==> src/design/adt_pkg.sv <==
// Shared types and constants for the advertising report device table.
// No dependencies; imported by adt_walker and adv_report_device_table.
`default_nettype none
package adt_pkg;

   localparam logic [1:0] OP_REPORT = 2'd0;
   localparam logic [1:0] OP_READ   = 2'd1;
   localparam logic [1:0] OP_CLEAR  = 2'd2;
   localparam logic [1:0] OP_NONE   = 2'd3;

   localparam logic [7:0] AD_NAME_SHORT = 8'h08;
   localparam logic [7:0] AD_NAME_FULL  = 8'h09;
   localparam logic [7:0] POS_MAX       = 8'd255;

   typedef enum logic [1:0] {
      PH_LEN,
      PH_TYPE,
      PH_DATA
   } phase_type;

   typedef enum logic [2:0] {
      ST_IDLE,
      ST_SCAN,
      ST_APPLY,
      ST_READ,
      ST_RDATA,
      ST_PUSH
   } state_type;

   typedef struct packed {
      logic       clear;
      logic       start;
      logic       step;
      logic [7:0] report_length;
      logic [7:0] data_byte;
   } walk_ctl_type;

   typedef struct packed {
      logic [5:0]        device_count;
      logic [7:0]        name_char;
      logic [4:0]        name_length;
      logic signed [7:0] entry_strength;
      logic [47:0]       entry_address;
      logic              entry_valid;
      logic              dropped_full;
      logic              new_entry;
      logic [4:0]        slot_index;
   } result_type;

endpackage
`default_nettype wire

==> src/design/adt_walker.sv <==
// Length/type/data structure walker that tracks name capture for one report.
// Depends on adt_pkg; instantiated by adv_report_device_table.
`default_nettype none
module adt_walker
   import adt_pkg::*;
#(
   parameter int NAME_LEN = 32,
   localparam int NW = $clog2(NAME_LEN)
) (
   input  wire logic          clock,
   input  wire logic          reset,
   input  wire walk_ctl_type  ctl,
   output logic               name_we,
   output logic [NW-1:0]      name_wr_pos,
   output logic [NW-1:0]      name_cnt_next
);

   phase_type     phase_ff, phase_in, phase_cur;
   logic [7:0]    pos_ff, pos_in, pos_cur;
   logic [7:0]    rem_ff, rem_in, rem_cur;
   logic          isname_ff, isname_in, isname_cur;
   logic          done_ff, done_in, done_cur;
   logic [7:0]    len_ff, len_in, len_cur;
   logic [NW-1:0] nlen_ff, nlen_in, nlen_cur;
   logic [7:0]    rem_dec;
   logic [7:0]    b;

   assign b = ctl.data_byte;

   always_comb begin
      if (ctl.start) begin
         phase_cur  = PH_LEN;
         pos_cur    = '0;
         rem_cur    = '0;
         isname_cur = 1'b0;
         done_cur   = 1'b0;
         len_cur    = ctl.report_length;
         nlen_cur   = '0;
      end else begin
         phase_cur  = phase_ff;
         pos_cur    = pos_ff;
         rem_cur    = rem_ff;
         isname_cur = isname_ff;
         done_cur   = done_ff;
         len_cur    = len_ff;
         nlen_cur   = nlen_ff;
      end
   end

   always_comb begin
      phase_in  = phase_cur;
      pos_in    = (pos_cur < POS_MAX) ? pos_cur + 8'd1 : pos_cur;
      rem_in    = rem_cur;
      isname_in = isname_cur;
      done_in   = done_cur;
      len_in    = len_cur;
      nlen_in   = nlen_cur;
      name_we   = 1'b0;
      rem_dec   = (rem_cur != 8'd0) ? rem_cur - 8'd1 : 8'd0;
      if (!(done_cur || pos_cur >= len_cur)) begin
         unique case (phase_cur)
            PH_LEN: begin
               if ((9'(pos_cur) + 9'd2 > 9'(len_cur)) || b == 8'd0 ||
                   (10'(pos_cur) + 10'd1 + 10'(b) > 10'(len_cur))) begin
                  done_in = 1'b1;
               end else begin
                  rem_in   = b - 8'd1;
                  phase_in = PH_TYPE;
               end
            end
            PH_TYPE: begin
               isname_in = (b == AD_NAME_SHORT || b == AD_NAME_FULL) && rem_cur != 8'd0;
               phase_in  = (rem_cur != 8'd0) ? PH_DATA : PH_LEN;
            end
            default: begin
               if (isname_cur && 32'(nlen_cur) < NAME_LEN - 1) begin
                  name_we = 1'b1;
                  nlen_in = nlen_cur + 1'b1;
               end
               rem_in = rem_dec;
               if (rem_dec == 8'd0) begin
                  if (isname_cur) begin
                     done_in = 1'b1;
                  end
                  phase_in = PH_LEN;
               end
            end
         endcase
      end
      name_we       = name_we && ctl.step;
      name_wr_pos   = nlen_cur;
      name_cnt_next = nlen_in;
   end

   always_ff @(posedge clock) begin
      if (reset || ctl.clear) begin
         phase_ff  <= PH_LEN;
         pos_ff    <= '0;
         rem_ff    <= '0;
         isname_ff <= 1'b0;
         done_ff   <= 1'b0;
         len_ff    <= '0;
         nlen_ff   <= '0;
      end else if (ctl.step) begin
         phase_ff  <= phase_in;
         pos_ff    <= pos_in;
         rem_ff    <= rem_in;
         isname_ff <= isname_in;
         done_ff   <= done_in;
         len_ff    <= len_in;
         nlen_ff   <= nlen_in;
      end
   end

endmodule
`default_nettype wire

==> config.mk <==
export PLATFORM = sky130hd
export DESIGN_NAME = adt_walker
export DESIGN_NICKNAME = d
export VERILOG_FILES = /design/src/design/adt_pkg.sv /design/src/design/adt_walker.sv
export SDC_FILE = /design/constraint.sdc
export NUM_CORES = 1
export LEC_CHECK = 0
export BUFFER_PORTS_ARGS = -buffer_cell sky130_fd_sc_hd__buf_2
export CAP_MARGIN = 40
export CORE_ASPECT_RATIO = 1.5
export CORE_UTILIZATION = 45
export DETAILED_ROUTE_END_ITERATION = 7
export PLACE_DENSITY = 0.63
export SYNTH_ARGS = -nofsm -noshare
export SYNTH_HDL_FRONTEND = slang
export SYNTH_SLANG_ARGS = --single-unit
==> constraint.sdc <==
create_clock -name clock -period 3.6 [get_ports clock]
set_clock_uncertainty 0.05 [all_clocks]
set_input_delay 0.18 -clock clock [delete_from_list [all_inputs] [get_ports clock]]
set_output_delay 0.18 -clock clock [all_outputs]
set_load 0.01 [all_outputs]
After elaboration in Yosys (flattened, before gate mapping)
Cells that the tools add are included.

Register bits after elaboration: 33. Output and inout port bits: 11. Input bits: 21.

Add/subtract/negate cells: 7. Reduce and logical (&&, ||, !) cells: 13. Mux-type cells: 30. $lt $le $gt $ge: 5. Equal/unequal tests: 3.

Operators by type and width (count): $mux W8 (7); $mux W5 (4); $eq A8 B4 Y1 const B (2); $logic_not A8 Y1 (2); $pmux W8 S2 (1); $sub A8 B1 Y8 const B (2); $mux W1 (11); $add A9 B8 Y10 (1); $gt A10 B8 Y1 (1); $mux W2 (5); $add A8 B1 Y9 const B (1); $add A8 B2 Y9 const B (1); $gt A9 B8 Y1 (1); $add A8 B1 Y8 const B (1); $ge A8 B8 Y1 (1); $lt A8 B8 Y1 const B (1); $reduce_bool A8 Y1 (1); $add A5 B1 Y5 const B (1); $logic_or A1 B1 Y1 (5); $lt A5 B5 Y1 const B (1); $pmux W2 S2 (1); $logic_and A1 B1 Y1 (3); $eq A2 B1 Y1 const B (1); $logic_not A2 Y1 (1); other kinds (2) (2).

Longest topological paths before layout
Gate-level depths: netlist of the first run.

Word-level depth: 8. Mapped depth: 22.

Worst setup path before layout of the first run
No wires, ideal clock.

Path kind: input-to-reg. Start point: in ctl[17] (netlist name). End point: reg rem_ff[5]. Cell stages on the path: 22. Buffers on the path: 3. Arrival time: 3.733 ns. Path slack: -0.307 ns. Cell sequence: buf_2 inv_1 clkbuf_1 nand2_1 ha_1 inv_1 fa_1 a21oi_1 nand3b_2 o311ai_2 o21a_1 nor2_1 xnor2_1 ha_1 nand3_1 o221ai_1 a2bb2oi_1 a41o_1 or2_0 buf_6 o311ai_1 o21ai_1.

Word-level cells in the longest chain between the ends: 8. Elaborated cells between the ends (all ways): 22. Classes of those cells: add/sub: 4; order compare: 3; eq/ne: 1; mux: 9; reduce/logical: 5.

Ends and longest elaborated chain: start: declaration (RTL line adt_walker.sv:12) `input wire walk_ctl_type ctl,`; $mux W8 (RTL line adt_walker.sv:31) `if (ctl.start) begin`; $add A8 B1 Y9 or $add A8 B2 Y9 (tied branches) (RTL line adt_walker.sv:64, adt_walker.sv:63); $add A9 B8 Y10 or $gt A9 B8 Y1 (tied branches) (RTL line adt_walker.sv:64, adt_walker.sv:63); $gt A10 B8 Y1 or $logic_or A1 B1 Y1 (tied branches) (RTL line adt_walker.sv:64, adt_walker.sv:63); $logic_or A1 B1 Y1 (RTL line adt_walker.sv:63) `if ((9'(pos_cur) + 9'd2 > 9'(len_cur)) || b == 8'd0 ||`; $mux W8 (RTL line adt_walker.sv:63); $pmux W8 S2 (RTL line adt_walker.sv:61) `unique case (phase_cur)`; $mux W8 (*) (RTL line adt_walker.sv:60) `if (!(done_cur || pos_cur >= len_cur)) begin`; end signal: assignment (RTL line adt_walker.sv:107) `rem_ff <= rem_in;`; end: declaration (RTL line adt_walker.sv:20) `logic [7:0] rem_ff, rem_in, rem_cur;`.

Mark *: on every way between the ends. The rest lies on a longest branch, timed or not. A chain may end at the register's enable or synchronous reset.

Worst setup path after layout of the first run
Start point: reg pos_ff[1]. End point: reg rem_ff[4].

Word-level cells in the longest chain between the ends: 8. Elaborated cells between the ends (all ways): 13. Classes of those cells: add/sub: 3; order compare: 3; mux: 4; reduce/logical: 3.

Ends and longest elaborated chain: start: declaration (RTL line adt_walker.sv:19) `logic [7:0] pos_ff, pos_in, pos_cur;`; start signal: assignment (RTL line adt_walker.sv:106) `pos_ff <= pos_in;`; $mux W8 (*) (RTL line adt_walker.sv:31); $add A8 B1 Y9 or $add A8 B2 Y9 (tied branches) (RTL line adt_walker.sv:64, adt_walker.sv:63); $add A9 B8 Y10 or $gt A9 B8 Y1 (tied branches) (RTL line adt_walker.sv:64, adt_walker.sv:63); $gt A10 B8 Y1 or $logic_or A1 B1 Y1 (tied branches) (RTL line adt_walker.sv:64, adt_walker.sv:63); $logic_or A1 B1 Y1 (RTL line adt_walker.sv:63); $mux W8 (RTL line adt_walker.sv:63); $pmux W8 S2 (RTL line adt_walker.sv:61); $mux W8 (*) (RTL line adt_walker.sv:60).

Marks and branches as above.

==> summary.txt, run 1 <==
STA
  • Final period utilization: 105.4%
  • RSZ-0062 raised after global routing: true
  • Slew HR: 52.21%
  • Sum Neg Setup Slack: -915.4 ps
  • Post-layout min period: 3795 ps
  • Final Hold Viols: 0
  • Worst setup margin: -194.8 ps
  • Worst-Margin Slew: 714.3 ps
  • # setup viols final: 10
  • Max-slew violations: 0
  • FMAX: 0.2635 GHz

Synth
  • FFs w/ async S/R, synth: 0%
  • Synth warnings: 0
  • Seq/Total Area, Yosys: 19.23%
  • Post-Syn Nets: 513
  • Post-synthesis register bit count: 33
  • Syn Area/Cell: 7.485 um2
  • Dominant synthesized flop cell: dfxtp_1
  • Post-synthesis cell count: 459
  • Post-synth EDFFs: 0
  • Netlist cell types: 68
  • Mapped Area: 3436 um2

Critical path
  • CP bufs+invs: 2
  • Worst Reg2Reg Path Length in Cells: 18
  • CP max-delay cell: fa_2
  • Req. time, crit path: 3770 ps
  • Delay-heaviest family, CP: compound AO/OA/AOI/OAI gates
  • Worst setup EP type: flip-flop
  • Crit-path max cell delay: 400 ps
  • Type of the worst setup path: flip-flop to flip-flop
  • Critical Path Start Type: flip-flop
  • Critical path depth: 18
  • Crit path max fanout: 6
  • Worst Path Arrival: 3970 ps
  • Crit path cell chain: and2b_2, buf_6, fa_2, a21oi_2, nand3b_4, o311ai_4, o21a_1, nor2_1, xnor2_1, ha_1, nand3_2, o221ai_2, a2bb2oi_2, a41o_1, buf_4, nor4_1, a311oi_2, o21ai_1

Pwr
  • Static leakage: 0.001708 uW
  • PD cells: 266.9 nW/um2
  • Total Power: 1102 uW
  • Peak VDD IR: 0.0001802 V

Place
  • Dpl cell area: 3865 um2
  • Input/output buffers: 31
  • Post-Place Worst Slack: -216.4 ps
  • GPL Wtd Cong: 0.9153
  • Post-DP HPWL: 8032 um

Global route
  • Number of global-route vias before repair: 3622
  • Tot GR Track Use: 28.03%
  • Global-route wire length before repair: 17080 um
  • Grt ovf: 0
  • Initial antenna violation count: 0
  • Largest net degree at the start of global routing: 29

Routing
  • WL per Instance: 17.43 um
  • Pre-Repair DR Iteration Count: 5
  • Post-route DRC: 0
  • Remaining antenna violation count after routing: 0
  • Iter 0 DRT Violations: 157
  • Via count: 3654
  • Final wirelength: 10540 um
  • DR vias/cell: 6.040

Clock network
  • CTS root buf: clkbuf_8
  • Clock latency at the later pin of the worst-skew pair: 290 ps
  • Sink Count: 33
  • Hold Buf Count CTS: 0
  • CTS clock-pin slew for the worst setup and hold paths: 70 ps
  • CTS tree: built
  • Num CTS Buffers: 5
  • Clock buffer depth: 2
  • H-Tree Depth: 2

Final layout
  • Final nets: 558
  • Finished Cell Area: 4130 um2
  • Post-layout util: 56.41%
  • Antenna cells: 0
  • P&R area growth vs syn: 20.21%
  • Fraction of layout cells with a size suffix above 1: 22.18%

Min path
  • Hold path depth: 3
  • HP Class: input pin to flip-flop

Floorplanning
  • Number of cell rows: 38
  • Vert. Die Dim: 109.0 um
  • Die ar.: 7996 um2
  • Placeable core area: 7322 um2
  • Starting density of the core: 46.92%
  • # IOs: 32
  • Die Wd: 73.35 um

Run status
  • Failing checks: setup timing
  • Run status: complete, but fails checks

Run
  • Maximum capacitance violations: 0
-- placed cells by master, fill, tap and decap left out, types with 4 or more instances in the layout --
cell type,count
nand4_1,9
mux2i_1,10
o21a_1,8
buf_6,4
o211a_1,4
nand2_1,52
xor2_1,5
o211ai_1,5
nor4_1,7
a211oi_1,6
buf_4,30
a31oi_1,6
xnor2_1,18
o21ai_0,13
a21oi_1,32
dfxtp_1,32
ha_1,29
inv_1,14
nor2b_1,15
and3_1,6
mux2_2,4
o21ai_1,7
clkbuf_8,6
nand3_1,12
nor2_1,43
nor3b_1,4
nor3_1,5
buf_2,31
-- cell families (layout without fill, tap and decap cells) --
kind of cell | Yosys count | count (layout) | synth area share [%]
and+or+nand+nor | 186 | 186 | 27.24
AOI/OAI and AO/OA | 128 | 128 | 25.67
buffers and inverters | 42 | 88 | 5.535
adders and majority gates | 33 | 33 | 12.24
DFF | 33 | 33 | 19.23
xor gates and xnor gates | 23 | 23 | 5.863
muxes | 14 | 14 | 4.224
-- flip-flops by register name, indices dropped and copies added (netlist names) --
register and count:
rem_ff 8, phase_ff 2, len_ff 8, isname_ff 1
done_ff 1, nlen_ff 5, pos_ff 8
-- cell usage after synthesis (5+ instances only) --
library cell | instances | area (um2)
nand2_1 | 53 | 198.9
nor2_1 | 45 | 168.9
a21oi_1 | 34 | 170.2
dfxtp_1 | 33 | 660.6
ha_1 | 32 | 400.4
xnor2_1 | 18 | 157.7
o21ai_0 | 17 | 85.08
nor2b_1 | 16 | 100.1
inv_1 | 15 | 56.30
clkbuf_1 | 13 | 48.80
nand3_1 | 13 | 65.06
buf_2 | 10 | 50.05
mux2i_1 | 10 | 100.1
nand4_1 | 9 | 56.30
nor4_1 | 9 | 56.30
a211oi_1 | 8 | 60.06
o21a_1 | 8 | 60.06
a31oi_1 | 6 | 37.54
and3_1 | 6 | 37.54
nor3_1 | 5 | 25.02
o211ai_1 | 5 | 37.54
xor2_1 | 5 | 43.79
-- final cells by class --
class	count	area, um2
tap	100	125.1
multi-input combinational	384	2745
clock inverter	1	30.03
sequential	33	661.9
clock buffer	7	86.33
fill	737	3192
inverter	15	56.30
timing repair buffer	65	425.4
-- worst min-delay path: cells and delay by family --
| kind | cells | cell delay [ps] |
|---|---|---|
| AOI/OAI and AO/OA | 1 | 50 |
| and+or+nand+nor | 1 | 50 |
| buffers and inverters | 1 | 100 |
-- worst paths after layout --
kind / startpoint / to / slack, ps
hold reg to reg: len_ff[0] / len_ff[0] / 400
setup / recovery: pos_ff[1] / rem_ff[4] / -190
hold / removal: ctl[11] / len_ff[3] / 80
setup reg to reg: pos_ff[1] / rem_ff[4] / -190
-- layer usage --
layer | up-vias | track usage [%] | routed length, um
met1 | 1739 | 28.57 | 3983
met5 | - | 0 | 0
met2 | 100 | 52.84 | 5722
met3 | 28 | 3.512 | 325
li1 | 1787 | - | -
met4 | 0 | 17.17 | 511
-- metrics by stage --
| step | instances | hold WS, ps |
|---|---|---|
| floorplan | 459 | 266.0 |
| global placement | 592 | 380.3 |
| detailed placement | 592 | 389.7 |
| CTS | 604 | 83.44 |
| global route | 605 | 86.25 |
| finish | 605 | 84.04 |
-- power by group --
part	internal (uW)	leakage, uW	switching, uW
sequential	375	0.000268	14.6
clock	226	0.0000585	146
combinational	145	0.00138	196
total	745	0.00171	357
-- timing repair --
action	4_1_cts	5_1_grt
buffers inserted	3	1
gates resized for setup	19	7
setup endpoints to repair	10	10
pin swaps	10	11
gates cloned	1	0
(Power assumes the default switching activity.)
==> run 2, diff against run 1 <==
- CORE_MARGIN: not set -> 2
- PLACE_DENSITY: 0.63 -> 0.6
- clock period: 3.6 -> 4.3 ns (I/O delays scaled with it)
==> run 2 against run 1 <==
Net effect: the flow now finishes without violations; sequential power down 16%; total power down 17%; via count down 4.1%; critical endpoint is now rem_ff[5].
==> summary.txt, run 2 (synthesis results as in run 1) <==
Clock network
  • Clock latency at the later pin of the worst-skew pair: 280 ps (about the same)
  • H-Tree Depth: 2 (unchanged)
  • Postcts setup bufs: 0 (-3)
  • CTS clock-pin slew for the worst setup and hold paths: 60 ps (about the same)
  • Hold Buf Count CTS: 0 (unchanged)
  • Post-cts sizing count: 0 (-19)
  • Sink Count: 33 (unchanged)
  • Num CTS Buffers: 5 (unchanged)
  • CTS root buf: clkbuf_16
  • Clock buffer depth: 2 (unchanged)
  • CTS tree: built

STA
  • Max-slew violations: 0 (unchanged)
  • Final Hold Viols: 0 (unchanged)
  • Worst setup margin: 314.6 ps (+509.4 ps)
  • Final period utilization: 92.68% (-13 points)
  • # setup viols final: 0 (-10)
  • Worst hold slack: 132.7 ps (+48.68 ps)
  • Slew HR: 49.51% (-2.7 points)
  • FMAX: 0.2509 GHz (-4.8%)
  • RSZ-0062 raised after global routing: false
  • Post-layout min period: 3985 ps (+190.6 ps)
  • Worst-Margin Slew: 755.7 ps (+41.43 ps)
  • Sum Neg Setup Slack: 0 ps (+915.4 ps)

Final layout
  • Multi-input gate area: 2585 um2 (-5.8%)
  • Top Registers: len_ff: 8 flops, pos_ff: 8 flops, rem_ff: 8 flops
  • Finished Cell Area: 3787 um2 (-8.3%)
  • Antenna cells: 0 (unchanged)
  • Most common cell after layout, fill and taps aside: nand2_1
  • Commonest non-fill, non-tap cells in the layout: 53 x nand2_1, 45 x nor2_1, 34 x a21oi_1, 33 x dfxtp_1, 32 x ha_1
  • Fraction of layout cells with a size suffix above 1: 12.32% (-9.9 points)
  • Final nets: 532 (-4.7%)
  • Fillers: 793 (+7.6%)
  • P&R area growth vs syn: 10.23%
  • Register area: 660.6 um2 (-0.19%)

Routing
  • DR vias/cell: 6.031 (-0.14%)
  • WL per Instance: 17.63 um (+1.1%)
  • Remaining antenna violation count after routing: 0 (unchanged)
  • Post-route DRC: 0 (unchanged)
  • Via count: 3504 (-4.1%)
  • Iter 0 DRT Violations: 211 (+34%)
  • Pre-Repair DR Iteration Count: 4 (-1)
  • Final wirelength: 10240 um (-2.9%)

Floorplanning
  • Number of cell rows: 39 (+2.6%)
  • Placeable core area: 7515 um2 (+2.6%)
  • # IOs: 32 (unchanged)
  • Die Wd: 75.35 um (+2.7%)
  • Die ar.: 8364 um2 (+4.6%)
  • Vert. Die Dim: 111.0 um (+1.8%)
  • Starting density of the core: 45.72% (-1.2 points)

Critical path
  • Type of the worst setup path: flip-flop to flip-flop
  • Critical Path Start Type: flip-flop
  • Crit path max fanout: 10 (+4)
  • Worst setup EP type: flip-flop
  • Req. time, crit path: 4420 ps (+650 ps)
  • Worst Path Arrival: 4100 ps (+130 ps)

Pwr
  • Static leakage: 0.001542 uW (-9.7%)
  • PD cells: 242.5 nW/um2 (-9.1%)
  • Peak VDD IR: 0.0001389 V (-23%)

Global route
  • Grt met1 use: 28.07% (-0.51 points)
  • Global-route wire length before repair: 16530 um (-3.3%)
  • Number of global-route vias before repair: 3442 (-5.0%)
  • Met3 Use GR: 2.727% (-0.78 points)
  • Grt ovf: 0 (unchanged)
  • Largest net degree at the start of global routing: 29 (unchanged)
  • Tot GR Track Use: 25.49% (-2.5 points)
  • GRT busiest layer: met2
  • Initial antenna violation count: 0 (unchanged)
  • GR Layer Usage met2: 44.17% (-8.7 points)

Run status
  • Run status: complete, no violations

Place
  • GPL Wtd Cong: 0.9494 (+3.7%)
  • Post-Place Worst Slack: 137.0 ps (+353.4 ps)
  • Dpl cell area: 3645 um2 (-5.7%)
  • Post-DP HPWL: 7874 um (-2.0%)
  • Input/output buffers: 31 (unchanged)

Min path
  • HP Class: input pin to flip-flop

Run
  • Maximum capacitance violations: 0 (unchanged)
run 2: metal layers:
metal	share of wire, %	routed length [um]	up-vias
li1	-	-	1737
met1	39	4032	1644
met2	51	5241	82
met3	2.7	277	41
met4	6.7	689	0
met5	0	0	-
run 2: cell type report:
class                   count  area share (%)
clock buffers               5           3.304
multi-input cells         384           68.25
repair buffers             39           5.682
well taps                 102           3.370
inverters                  15           1.487
clock inverters             3          0.4625
flip-flops and latches     33           17.44
run 2: path summary, 6_finish.rpt:
kind	to	cells past startpoint	slack [ps]	from
hold / removal	len_ff[6]	3	130	ctl[14]
setup / recovery	rem_ff[5]	17	310	pos_ff[1]
setup reg to reg	rem_ff[5]	17	310	pos_ff[1]
hold reg to reg	len_ff[1]	2	400	len_ff[1]
run 2: worst max-delay path, cell delays in order, from the launching register on:
cell and delay (ps):
dfxtp_1 320, and2b_1 240, ha_1 260, nor2b_1 140, o31a_1 250, or2_1 250
a211o_1 320, a21o_1 150, a21oi_1 160, xnor2_1 90, ha_1 190, nor2_1 90
o221ai_1 110, a2bb2oi_1 150, a41o_1 290, or2_1 380, o311ai_1 320, o21ai_1 100
run 2: through the flow:
step	cells	utilization, %	power (uW)
after floorplan	459	-	500.4
after global placement	573	48.50	562.2
after detailed placement	573	48.50	566.1
after CTS	581	50.40	924.1
after global routing	581	50.40	960.8
final	581	50.40	918.6
run 2: report_power, final:
part | total, uW | switching (uW) | internal, uW
Combinational | 237 | 146 | 90.3
Sequential | 327 | 12.7 | 314
Clock | 355 | 143 | 212
